--- src/hw/rtl/tga_rle_packet_decoder_core_assert.svh ---
// Assertion macros shared by the decoder RTL.
// Include by bare file name inside a module that has clk and rst_n.
`ifndef TGA_RLE_PACKET_DECODER_CORE_ASSERT_SVH
`define TGA_RLE_PACKET_DECODER_CORE_ASSERT_SVH

// Checked only outside reset.
`define TGA_ASSERT(lbl, prop, msg) \
  lbl: assert property (@(posedge clk) disable iff (!rst_n) prop) else $error(msg);

// Checked at every edge, reset included.
`define TGA_ASSERT_ALWAYS(lbl, prop, msg) \
  lbl: assert property (@(posedge clk) prop) else $error(msg);

`endif

--- src/hw/rtl/tga_rle_pkg.sv ---
// Shared types, constants and helpers of the TGA RLE packet decoder.
// No dependencies.
package tga_rle_pkg;

  localparam int PIX_W       = 32;
  localparam int RUN_W       = 8;
  localparam int BPP_W       = 3;
  localparam int IMG_W       = 32;
  localparam int PROD_W      = 33;
  localparam int CFG_IDX_W   = 1;
  localparam int CFG_DATA_W  = 32;
  localparam int QDEPTH      = 4;
  localparam int QPTR_W      = $clog2(QDEPTH);
  localparam int QCNT_W      = QPTR_W + 1;

  localparam logic [6:0] COUNT_MASK = 7'h7F;
  localparam int         REPEAT_BIT = 7;

  localparam logic [BPP_W-1:0] BPP_RESET = 3'd3;
  localparam logic [IMG_W-1:0] IMG_RESET = 32'd1;

  localparam logic [CFG_IDX_W-1:0] CFG_BPP = 1'd0;
  localparam logic [CFG_IDX_W-1:0] CFG_IMG = 1'd1;

  typedef struct packed {
    logic [7:0] in_byte;
    logic       frame_start;
  } in_item_t;

  typedef struct packed {
    logic [PIX_W-1:0] pixel_value;
    logic [RUN_W-1:0] run_length;
    logic             from_repeat;
    logic             last;
    logic             overrun;
  } out_item_t;

  typedef struct packed {
    logic full;
    logic not_empty;
  } q_stat_t;

  // Effective pixel size: 0 acts as 1, 5..7 act as 4.
  function automatic logic [BPP_W-1:0] pixel_size(input logic [BPP_W-1:0] b);
    logic [BPP_W-1:0] s;
    s = b;
    if (b == '0) s = 3'd1;
    else if (b > 3'd4) s = 3'd4;
    return s;
  endfunction

endpackage

--- src/hw/rtl/tga_rle_front.sv ---
// Front end: config registers, header parse, pixel assembly, byte count, end check.
// Depends on tga_rle_pkg and the assertion macro header.
module tga_rle_front (
  input  logic                                  clk,
  input  logic                                  rst_n,
  input  logic                                  in_valid,
  input  tga_rle_pkg::in_item_t                 in_data,
  input  logic                                  q_full,
  input  logic                                  cfg_we,
  input  logic [tga_rle_pkg::CFG_IDX_W-1:0]     cfg_index,
  input  logic [tga_rle_pkg::CFG_DATA_W-1:0]    cfg_wdata,
  output logic                                  push,
  output tga_rle_pkg::out_item_t                push_data
);
  import tga_rle_pkg::*;

  `include "tga_rle_packet_decoder_core_assert.svh"

  logic [BPP_W-1:0]  bpp_r;
  logic [IMG_W-1:0]  img_r;
  logic              exp_hdr_r, exp_hdr_nxt;
  logic              rep_r, rep_nxt;
  logic [RUN_W-1:0]  left_r, left_nxt;
  logic [RUN_W-1:0]  runc_r, runc_nxt;
  logic [PIX_W-1:0]  asm_r, asm_nxt;
  logic [1:0]        idx_r, idx_nxt;
  logic [PROD_W-1:0] prod_r, prod_nxt;
  logic              done_r, done_nxt;

  logic              accept;
  logic              fs;
  logic [BPP_W-1:0]  bpp;
  logic [PIX_W-1:0]  asm_new;
  logic [10:0]       add_amt;
  logic [RUN_W-1:0]  left_dec;
  logic              pkt_end;

  assign accept = in_valid && !q_full;
  assign fs     = in_data.frame_start;
  assign bpp    = pixel_size(bpp_r);

  always_ff @(posedge clk) begin
    if (!rst_n) begin
      bpp_r <= BPP_RESET;
      img_r <= IMG_RESET;
    end else if (cfg_we) begin
      case (cfg_index)
        CFG_BPP: bpp_r <= cfg_wdata[BPP_W-1:0];
        CFG_IMG: img_r <= cfg_wdata[IMG_W-1:0];
        default: ;
      endcase
    end
  end

  always_comb begin
    exp_hdr_nxt = exp_hdr_r;
    rep_nxt     = rep_r;
    left_nxt    = left_r;
    runc_nxt    = runc_r;
    asm_nxt     = asm_r;
    idx_nxt     = idx_r;
    prod_nxt    = prod_r;
    done_nxt    = done_r;
    push        = 1'b0;
    asm_new     = asm_r | (PIX_W'(in_data.in_byte) << {idx_r, 3'b000});
    add_amt     = rep_r ? (11'(bpp) * 11'(runc_r)) : 11'(bpp);
    left_dec    = (left_r != '0) ? left_r - 8'd1 : left_r;
    pkt_end     = 1'b0;
    push_data   = '0;
    push_data.pixel_value = asm_new;
    push_data.run_length  = rep_r ? runc_r : 8'd1;
    push_data.from_repeat = rep_r;

    if (accept) begin
      if (fs) begin
        // new frame: clear, then this byte is a header
        prod_nxt = '0;
        done_nxt = 1'b0;
      end
      if (done_r && !fs) begin
        // image finished, drop bytes
      end else if (exp_hdr_r || fs) begin
        rep_nxt     = in_data.in_byte[REPEAT_BIT];
        left_nxt    = {1'b0, in_data.in_byte[6:0] & COUNT_MASK} + 8'd1;
        runc_nxt    = {1'b0, in_data.in_byte[6:0] & COUNT_MASK} + 8'd1;
        asm_nxt     = '0;
        idx_nxt     = '0;
        exp_hdr_nxt = 1'b0;
      end else if ({1'b0, idx_r} + 3'd1 < bpp) begin
        asm_nxt = asm_new;
        idx_nxt = idx_r + 2'd1;
      end else begin
        push     = 1'b1;
        prod_nxt = prod_r + PROD_W'(add_amt);
        if (rep_r) begin
          pkt_end = 1'b1;
        end else begin
          left_nxt = left_dec;
          pkt_end  = (left_dec == '0);
        end
        asm_nxt = '0;
        idx_nxt = '0;
        if (pkt_end) begin
          left_nxt    = '0;
          exp_hdr_nxt = 1'b1;
          if (prod_nxt >= {1'b0, img_r}) begin
            push_data.last    = 1'b1;
            push_data.overrun = (prod_nxt != {1'b0, img_r});
            done_nxt          = 1'b1;
          end
        end
      end
    end
  end

  always_ff @(posedge clk) begin
    if (!rst_n) begin
      exp_hdr_r <= 1'b1;
      rep_r     <= 1'b0;
      left_r    <= '0;
      runc_r    <= '0;
      asm_r     <= '0;
      idx_r     <= '0;
      prod_r    <= '0;
      done_r    <= 1'b0;
    end else begin
      exp_hdr_r <= exp_hdr_nxt;
      rep_r     <= rep_nxt;
      left_r    <= left_nxt;
      runc_r    <= runc_nxt;
      asm_r     <= asm_nxt;
      idx_r     <= idx_nxt;
      prod_r    <= prod_nxt;
      done_r    <= done_nxt;
    end
  end

  `TGA_ASSERT(a_over_needs_last, push |-> (push_data.last || !push_data.overrun), "overrun alone")
  `TGA_ASSERT(a_quiet_when_done, (done_r && !fs) |-> !push, "result after image end")
  `TGA_ASSERT(a_push_on_pixel, push |-> (accept && !exp_hdr_r && !fs), "result on a header")

endmodule

--- src/hw/rtl/tga_rle_queue.sv ---
// Short result queue between front end and output stage.
// Depends on tga_rle_pkg and the assertion macro header.
module tga_rle_queue (
  input  logic                   clk,
  input  logic                   rst_n,
  input  logic                   push,
  input  tga_rle_pkg::out_item_t push_data,
  input  logic                   pop,
  output tga_rle_pkg::out_item_t pop_data,
  output tga_rle_pkg::q_stat_t   stat
);
  import tga_rle_pkg::*;

  `include "tga_rle_packet_decoder_core_assert.svh"

  out_item_t         mem_r [QDEPTH];
  logic [QPTR_W-1:0] wr_r, rd_r;
  logic [QCNT_W-1:0] cnt_r, cnt_nxt;

  assign stat.full      = (cnt_r == QCNT_W'(QDEPTH));
  assign stat.not_empty = (cnt_r != '0);
  assign pop_data       = mem_r[rd_r];

  always_comb begin
    cnt_nxt = cnt_r;
    if (push && !pop) cnt_nxt = cnt_r + QCNT_W'(1);
    else if (!push && pop) cnt_nxt = cnt_r - QCNT_W'(1);
  end

  always_ff @(posedge clk) begin
    if (push) mem_r[wr_r] <= push_data;
  end

  always_ff @(posedge clk) begin
    if (!rst_n) begin
      wr_r  <= '0;
      rd_r  <= '0;
      cnt_r <= '0;
    end else begin
      if (push) wr_r <= wr_r + QPTR_W'(1);
      if (pop)  rd_r <= rd_r + QPTR_W'(1);
      cnt_r <= cnt_nxt;
    end
  end

  `TGA_ASSERT(a_no_push_full, push |-> !stat.full, "push into full queue")
  `TGA_ASSERT(a_no_pop_empty, pop |-> stat.not_empty, "pop from empty queue")
  `TGA_ASSERT(a_count_bound, cnt_r <= QCNT_W'(QDEPTH), "queue count out of range")

endmodule

--- src/hw/rtl/tga_rle_back.sv ---
// Output stage: pops the queue into the result register, holds it under stall.
// Depends on tga_rle_pkg.
module tga_rle_back (
  input  logic                   clk,
  input  logic                   rst_n,
  input  tga_rle_pkg::q_stat_t   q_stat,
  input  tga_rle_pkg::out_item_t q_data,
  output logic                   pop,
  input  logic                   out_stall,
  output logic                   out_valid,
  output tga_rle_pkg::out_item_t out_data
);
  import tga_rle_pkg::*;

  logic      valid_r;
  out_item_t data_r;

  assign pop       = q_stat.not_empty && (!valid_r || !out_stall);
  assign out_valid = valid_r;
  assign out_data  = data_r;

  always_ff @(posedge clk) begin
    if (!rst_n) begin
      valid_r <= 1'b0;
    end else if (pop) begin
      valid_r <= 1'b1;
    end else if (!out_stall) begin
      valid_r <= 1'b0;
    end
  end

  always_ff @(posedge clk) begin
    if (pop) data_r <= q_data;
  end

endmodule

--- src/hw/rtl/tga_rle_packet_decoder_core.sv ---
// Top level of the TGA RLE packet decoder.
// Depends on tga_rle_pkg, tga_rle_front, tga_rle_queue, tga_rle_back.
//
// Usage:
//  - Input channel (in_valid/in_stall/in_data): one compressed stream byte per
//    beat, with frame_start set on the first byte of an image.
//  - Output channel (out_valid/out_stall/out_data): one pixel result per beat,
//    carrying pixel value, run length, repeat flag, last and overrun.
//  - Config port (cfg_we/cfg_index/cfg_wdata): index 0 bytes_per_pixel,
//    index 1 image_bytes. Write only while idle.
//  - Throughput: one input byte per cycle, sustained while in_stall is low; the
//    front end does the per-byte count update and end-of-image compare combinationally.
//  - Result path: a byte that completes a pixel has its result written to the
//    queue at its accepting edge, then moved to the output register (out_valid).
//  - Stall: a four-beat queue plus the output register absorb results; once the
//    queue is full in_stall rises. out_data holds steady while out_stall is high.
//  - Reset (rst_n low, synchronous): bytes_per_pixel=3, image_bytes=1, queue
//    and output emptied, decoder expects a header. No clearing pass.
//  - After last, bytes are dropped until a beat with frame_start arrives.
module tga_rle_packet_decoder_core (
  input  logic                               clk,
  input  logic                               rst_n,
  input  logic                               in_valid,
  output logic                               in_stall,
  input  tga_rle_pkg::in_item_t              in_data,
  output logic                               out_valid,
  input  logic                               out_stall,
  output tga_rle_pkg::out_item_t             out_data,
  input  logic                               cfg_we,
  input  logic [tga_rle_pkg::CFG_IDX_W-1:0]  cfg_index,
  input  logic [tga_rle_pkg::CFG_DATA_W-1:0] cfg_wdata
);
  import tga_rle_pkg::*;

  logic      push, pop;
  out_item_t push_data, q_data;
  q_stat_t   q_stat;

  // Stall straight from the registered queue count.
  assign in_stall = q_stat.full;

  tga_rle_front u_front (
    .clk       (clk),
    .rst_n     (rst_n),
    .in_valid  (in_valid),
    .in_data   (in_data),
    .q_full    (q_stat.full),
    .cfg_we    (cfg_we),
    .cfg_index (cfg_index),
    .cfg_wdata (cfg_wdata),
    .push      (push),
    .push_data (push_data)
  );

  tga_rle_queue u_queue (
    .clk       (clk),
    .rst_n     (rst_n),
    .push      (push),
    .push_data (push_data),
    .pop       (pop),
    .pop_data  (q_data),
    .stat      (q_stat)
  );

  tga_rle_back u_back (
    .clk       (clk),
    .rst_n     (rst_n),
    .q_stat    (q_stat),
    .q_data    (q_data),
    .pop       (pop),
    .out_stall (out_stall),
    .out_valid (out_valid),
    .out_data  (out_data)
  );

endmodule
--- config.mk ---
export PLATFORM = sky130hd
export DESIGN_NAME = tga_rle_packet_decoder_core
export DESIGN_NICKNAME = d
export VERILOG_FILES = /design/src/hw/rtl/tga_rle_pkg.sv /design/src/hw/rtl/tga_rle_front.sv /design/src/hw/rtl/tga_rle_queue.sv /design/src/hw/rtl/tga_rle_back.sv /design/src/hw/rtl/tga_rle_packet_decoder_core.sv
export VERILOG_INCLUDE_DIRS = /design/src /design/src/hw/rtl
export SDC_FILE = /design/constraint.sdc
export NUM_CORES = 1
export LEC_CHECK = 0
export BUFFER_PORTS_ARGS = -buffer_cell sky130_fd_sc_hd__buf_4
export CAP_MARGIN = 20
export CORE_MARGIN = 5
export CORE_UTILIZATION = 50
export CTS_BUF_LIST = sky130_fd_sc_hd__clkbuf_8
export DETAILED_ROUTE_END_ITERATION = 6
export GPL_ROUTABILITY_DRIVEN = 0
export PLACE_DENSITY = 0.68
export SLEW_MARGIN = 10
export SYNTH_ARGS = -nofsm -noshare
export SYNTH_HDL_FRONTEND = slang
export SYNTH_SLANG_ARGS = --single-unit
--- constraint.sdc ---
create_clock -name clk -period 12.2 [get_ports clk]
set_input_delay 0.61 -clock clk [delete_from_list [all_inputs] [get_ports clk]]
set_output_delay 0.61 -clock clk [all_outputs]
set_load 0.02 [all_outputs]
==> flow_summary.ini, run 1 <==
[outcome]
status = finished clean

[synth]
ys_seq_area_share_pct = 58.0
synth_largest_area_cell = edfxtp_1
synth.avg_cell_area_um2 = 11.9
synthTopCellsByCount = edfxtp_1, nand2_1, dfxtp_1
syn-num-nets = 1428
yosys_warnings = 0
yosysMostFrequentCell = edfxtp_1
ys_top_cells_by_area = edfxtp_1, dfxtp_1, mux4_2
synthFlopType = edfxtp_1
synthesis.area_um2 = 15600
yosys.area.top_type_share_pct = 41.4
async_flop_share_pct = 0
ys_seq_elements = 344
syn_inst = 1309
synth-edff-count = 215
synth.distinct_cells = 71

[timing]
setup_viol = 0
fin_skew_ns = 0.0334
worst_slack_ns = 4.64
rsz0062_at_grt = no
fmax_mhz = 132
tightest_slew_ns = 0.935
maxSlewHeadroom_pct = 37.7
period_needed_ns = 7.56
hold_viol_final = 0
finalSetupTns_ns = 0
finalCritPeriodShare_pct = 62.0
slew_viol_final = 0

[pwr]
clkPwrFrac_pct = 31.6
p_leak_nw = 6.96
switchingPower_w = 0.000934
sw_frac_of_total_pct = 29.6
vdd_drop_max_mv = 0.224
comb_power_share_pct = 22.5
powerDensity_nw_per_um2 = 177
p_int_w = 0.00222
seqPwrFrac_pct = 45.8

[routing]
drtIter0Drc = 753
first_pass_iters = 5
ant_nets = 0
wirelength_um = 33100
route.detailed.drc = 0
via_count = 10400
wl_per_cell_um = 17.9
via_per_inst = 5.60

[cts]
cts_setup_buffers = 0
cts_buffers = 56
h-tree-depth = 2
ctsHoldBuffers = 0
cts_tree = yes
clock-sinks = 344
cts_resized = 0
clkLatencyLatePin_ns = 0.62
clkSlewWorstSetupHoldPaths_ns = 0.06
ctsRootBufferMaster = clkbuf_8
cts.path.max_buffers = 3

[critical_path]
crit_arrival_ns = 7.88
crit_fanout = 13
required_ns = 12.51
r2r_cells = 27
r2r_setup_slack_ns = 4.64
start_kind = flip-flop
cp_slowest_cell = o311ai_2
reg2reg_to = u_queue.mem_r[0][1]
critPathMaxStageDelay_ns = 0.77
r2r_start = u_front.bpp_r[2]
path_delay_family = compound AO/OA/AOI/OAI gates
crit_start = u_front.bpp_r[2]
worst-path-buf-inv = 1
critical_path_class = flip-flop to flip-flop
worstSetupEndpointType = flip-flop

[global_routing]
grt_busiest_layer = met2
antenna_found_initial = 0
grt_pass1_wl_um = 54200
grt_max_degree = 74
use_met3_pct = 3.85
grtUsageMet1_pct = 25.5
grt_use_total_pct = 18.8
overflow = 0
grt_pass1_vias = 10500
grt_use_met2_pct = 30.8

[floorplanning]
core_um2 = 30700
num_rows = 64
die_y_um = 187
die_area_um2 = 34800
start_util_pct = 50.8
die_width_um = 187
ios = 92

[place]
dp_cells = 1743
preCtsSetupSlack_ns = 4.83
io_buffers = 91
dp_hpwl_um = 21900

[layout]
layout-drive-gt1-share_pct = 17.5
antenna_cells = 0
multiInputGateArea_um2 = 6010
post-route-util_pct = 58.0
finalNonFillerCells = 1850
seqCellArea_um2 = 9040
syn_to_final_growth_pct = 14.3
num-fill-cells = 2548
nets = 1527

[worst_hold_path]
min_path_cells = 3
min_to = u_front.img_r[10]
worstHoldPathType = input port to flip-flop
hold_start = cfg_wdata[10]

[run]
drv_cap = 0
-- cells in the final DEF (no fill, tap or decap), drive strengths merged, types with 63 or more instances in the layout --
| cell type | instances |
|---|---|
| a21oi | 109 |
| buf | 107 |
| clkbuf | 65 |
| dfxtp | 129 |
| edfxtp | 215 |
| ha | 63 |
| inv | 94 |
| nand2 | 143 |
| nor2 | 96 |
-- power by group through the flow --
| stage | logic [W] | registers [W] | clock network [W] |
|---|---|---|---|
| final | 0.000710 | 0.00144 | 0.000996 |
| after detailed placement | 0.000721 | 0.00147 | 0 |
| after global routing | 0.000777 | 0.00146 | 0.00108 |
| after floorplan | 0.000386 | 0.00155 | 0 |
| after global placement | 0.000708 | 0.00146 | 0 |
| after CTS | 0.000724 | 0.00145 | 0.00102 |
-- sequential cells by signal, summed over array words and instances (netlist names), 2 cells and up --
signal and cells:
u_front.img_r 32, u_front.runc_r 8, u_queue.mem_r 172, u_front.asm_r 32, u_front.prod_r 33, u_queue.rd_r 2, u_front.bpp_r 3, u_queue.cnt_r 3
u_front.left_r 8, u_front.idx_r 2, u_queue.wr_r 2, u_back.out_data 43
-- worst reg2reg max path, stage by stage (launching register included) --
cell and delay (ns):
dfxtp_1 0.43, nor2b_1 0.43, nand2_1 0.14, fa_1 0.58, inv_1 0.06, ha_1 0.28, a21o_1 0.17, a21oi_1 0.21
nor2b_1 0.08, o21a_1 0.19, o41ai_1 0.31, xor2_1 0.11, and2_1 0.17, ha_1 0.35, nand2_1 0.08, a21oi_1 0.12
o21ai_1 0.16, o311ai_2 0.77, nand3_1 0.23, xnor2_1 0.19, ha_1 0.29, a211oi_1 0.24, o21bai_1 0.14, a2111oi_0 0.75
o311ai_0 0.31, o211ai_1 0.19, and2_1 0.17, a21oi_1 0.12
-- worst max path at each step --
stage	slack, ns	cells past startpoint	endpoint
floorplan	6.04	29	u_queue.mem_r[0][1]
global placement	5.09	27	u_queue.mem_r[0][1]
detailed placement	4.83	27	u_queue.mem_r[2][1]
CTS	4.79	27	u_queue.mem_r[2][1]
global route	4.16	27	u_queue.mem_r[3][1]
finish	4.64	27	u_queue.mem_r[0][1]
-- cell families (layout without fill, tap and decap cells) --
logic type,count (synthesis),in the layout,share of synthesized area (%)
XOR/XNOR,46,46,2.59
flip-flops,344,344,58.0
multiplexers,51,51,6.74
buffers and inverters,141,286,3.52
adder cells (fa/ha/maj),72,72,6.22
AND/OR/NAND/NOR,383,383,11.7
AO/OA/AOI/OAI,272,272,11.3
-- layer usage --
| layer | vias to the layer above | share of wire [%] |
|---|---|---|
| met5 | - | 0 |
| met4 | 0 | 2.4 |
| met3 | 60 | 5.1 |
| met2 | 290 | 48 |
| met1 | 5050 | 45 |
| li1 | 4962 | - |
-- metrics by stage --
step / cell area, µm² / hold slack, ns / power, W
global placement: 16600 / 0.444 / 0.00217
CTS: 17800 / 0.223 / 0.00319
finish: 17800 / 0.257 / 0.00315
floorplan: 15600 / 0.436 / 0.00194
global route: 17800 / 0.222 / 0.00332
detailed placement: 16600 / 0.448 / 0.00219
-- layout make-up --
class	instances	area share, %
inverter	75	1.58
clock buffer	65	5.03
multi-input combinational	824	33.8
clock inverter	39	1.41
sequential	344	50.8
tap	396	2.78
timing repair buffer	107	4.65
Note: power is estimated with default switching activity, not from simulation.
==> run 2, diff against run 1 <==
Settings changed: ABC_AREA set to 1, PLACE_DENSITY 0.68 to 0.7.
Clock period 12.2 ns to 6.8 ns, I/O delays scaled along.
==> flow_summary.ini, run 2 <==
[critical_path]
start_kind = flip-flop
worstSetupEndpointType = flip-flop
critPathMaxStageDelay_ns = 0.57
critical_path_class = flip-flop to flip-flop
crit_fanout = 11
crit_arrival_ns = 6.35
cp_slowest_cell = fa_1
r2r_setup_slack_ns = 0.80
cpMostUsedCell = nand2_1
reg2reg_to = u_queue.mem_r[3][1]
crit_start = u_front.bpp_r[2]
required_ns = 7.15
r2r_start = u_front.bpp_r[2]
r2r_cells = 41

[timing]
worst_slack_ns = 0.797
finalSetupTns_ns = 0
setup_viol = 0
slew_viol_final = 0
period_needed_ns = 6.00
maxSlewHeadroom_pct = 26.4
tightest_slew_ns = 1.10
hold_viol_final = 0
finalCritPeriodShare_pct = 88.3
rsz0062_at_grt = no
fmax_mhz = 167
fin_skew_ns = 0.0368

[global_routing]
antenna_found_initial = 0
grt_max_degree = 89
grt_use_total_pct = 20.0
grt_pass1_wl_um = 59100
overflow = 0
grt_pass1_vias = 11700

[synth]
ys_seq_elements = 344
ys_top_cells_by_area = edfxtp_1, dfxtp_1, o21ai_0
synthMuxAreaShare_pct = 0
yosysMostFrequentCell = edfxtp_1
synthXorXnorAreaFrac_pct = 1.87
synth_fa_ha_area_share_pct = 5.99
synth-edff-count = 215
yosys.area.top_type_share_pct = 40.0
async_flop_share_pct = 0
syn_inst = 1684
synth-simple-area-share_pct = 14.8
synth_top_family_by_area = compound AO/OA/AOI/OAI gates
synthesis.area_um2 = 16200
synth_largest_area_cell = edfxtp_1
synth_compound_area_share_pct = 15.5
synthFlopType = edfxtp_1
synth.distinct_cells = 55
synthTopCellsByCount = edfxtp_1, nand2_1, o21ai_0
yosys_warnings = 0
synth.avg_cell_area_um2 = 9.59
syn-num-nets = 1803
ys_seq_area_share_pct = 56.0

[routing]
first_pass_iters = 6
wirelength_um = 36900
via_count = 12300
drtIter0Drc = 1048
ant_nets = 0
route.detailed.drc = 0
wl_per_cell_um = 16.5
via_per_inst = 5.47

[cts]
cts_resized = 0
ctsHoldBuffers = 19
clkSlewWorstSetupHoldPaths_ns = 0.06
cts.path.max_buffers = 3
h-tree-depth = 2
ctsRootBufferMaster = clkbuf_8
cts_tree = yes
cts_buffers = 56
clock-sinks = 344
clkLatencyLatePin_ns = 0.63
cts_setup_buffers = 0

[run]
drv_cap = 0

[floorplanning]
core_um2 = 31700
num_rows = 65
die_y_um = 190
ios = 92
die_width_um = 190
die_area_um2 = 36000
start_util_pct = 50.9

[layout]
final_common_cell = edfxtp_1
layout-drive-gt1-share_pct = 15.1
nets = 1911
top_register = u_queue.mem_r
final_cell_mix = edfxtp_1, nand2_1, o21ai_0
largest_reg_flops = 172
num-fill-cells = 2747
antenna_cells = 0
stdcell_area_um2 = 18500
syn_to_final_growth_pct = 14.5

[worst_hold_path]
min_to = u_front.img_r[15]
worstHoldPathType = input port to flip-flop
min_path_cells = 3
hold_start = cfg_wdata[15]

[place]
dp_hpwl_um = 23600
io_buffers = 91
placed_cell_area_um2 = 17200
preCtsSetupSlack_ns = 0.878

[outcome]
status = finished clean

[pwr]
vdd_drop_max_mv = 0.210
p_leak_nw = 7.39
power_w = 0.00630
powerDensity_nw_per_um2 = 341
[run 2: changes by cell type in the layout (fill, tap and decap cells not counted), moves of 32 or more]
cell / delta
nand2_1: +51
o22ai_1: +44
o21ai_0: +156
inv_1: +98
or2_2: +32
a21oi_1: +57
mux4_2: -43
nor2_1: +90
a21o_1: -39
[run 2: report_power, final]
group	switching (W)	internal, W
Combinational	0.00127	0.000635
Clock	0.000813	0.000873
Sequential	0.000135	0.00258
Total	0.00222	0.00408
[run 2: final cells by class]
class | instances | area (µm²) | area share, %
sequential | 344 | 9040 | 48.9
multi-input combinational | 1092 | 6190 | 33.5
timing repair buffer | 124 | 1030 | 5.56
clock buffer | 61 | 840 | 4.54
inverter | 174 | 658 | 3.56
tap | 402 | 503 | 2.72
clock inverter | 43 | 231 | 1.25
[run 2: stage by stage]
| step | utilization (%) | cells | hold slack (ns) |
|---|---|---|---|
| floorplan | - | 1684 | 0.430 |
| global placement | 54.3 | 2117 | 0.452 |
| detailed placement | 54.3 | 2117 | 0.454 |
| CTS | 58.3 | 2240 | 0.00491 |
| global route | 58.3 | 2240 | 0.0249 |
| finish | 58.3 | 2240 | 0.0337 |
[run 2: cell families after synthesis]
logic type | after synthesis
xor gates and xnor gates | 32
DFF | 344
AOI/OAI and AO/OA | 461
buffers and inverters | 248
adders and majority gates | 72
and+or+nand+nor | 527
[run 2: worst max-delay path by stage]
stage | cells past startpoint | to
2_1_floorplan | 41 | u_queue.mem_r[0][1]
3_5_place_dp | 41 | u_queue.mem_r[3][1]
4_1_cts | 42 | u_queue.mem_r[3][1]
5_1_grt | 42 | u_queue.mem_r[3][1]
6_report | 41 | u_queue.mem_r[3][1]
3_3_place_gp | 41 | u_queue.mem_r[1][1]
[run 2: critical path: cells and delay by family (launching register included)]
kind / cells / cell delay [ns]
simple gates: 25 / 2.44
fa+ha+maj: 4 / 1.46
compound gates: 6 / 0.92
flops: 1 / 0.43
buf+inv: 5 / 0.28
xor+xnor: 1 / 0.19
[run 2: layer usage]
metal | global-route usage [%] | wire (µm) | vias to the layer above
li1 | - | - | 6020
met1 | 26.5 | 16400 | 5810
met2 | 34.1 | 17700 | 382
met3 | 3.21 | 2170 | 51
met4 | 5.65 | 658 | 0
met5 | 0 | 0 | -
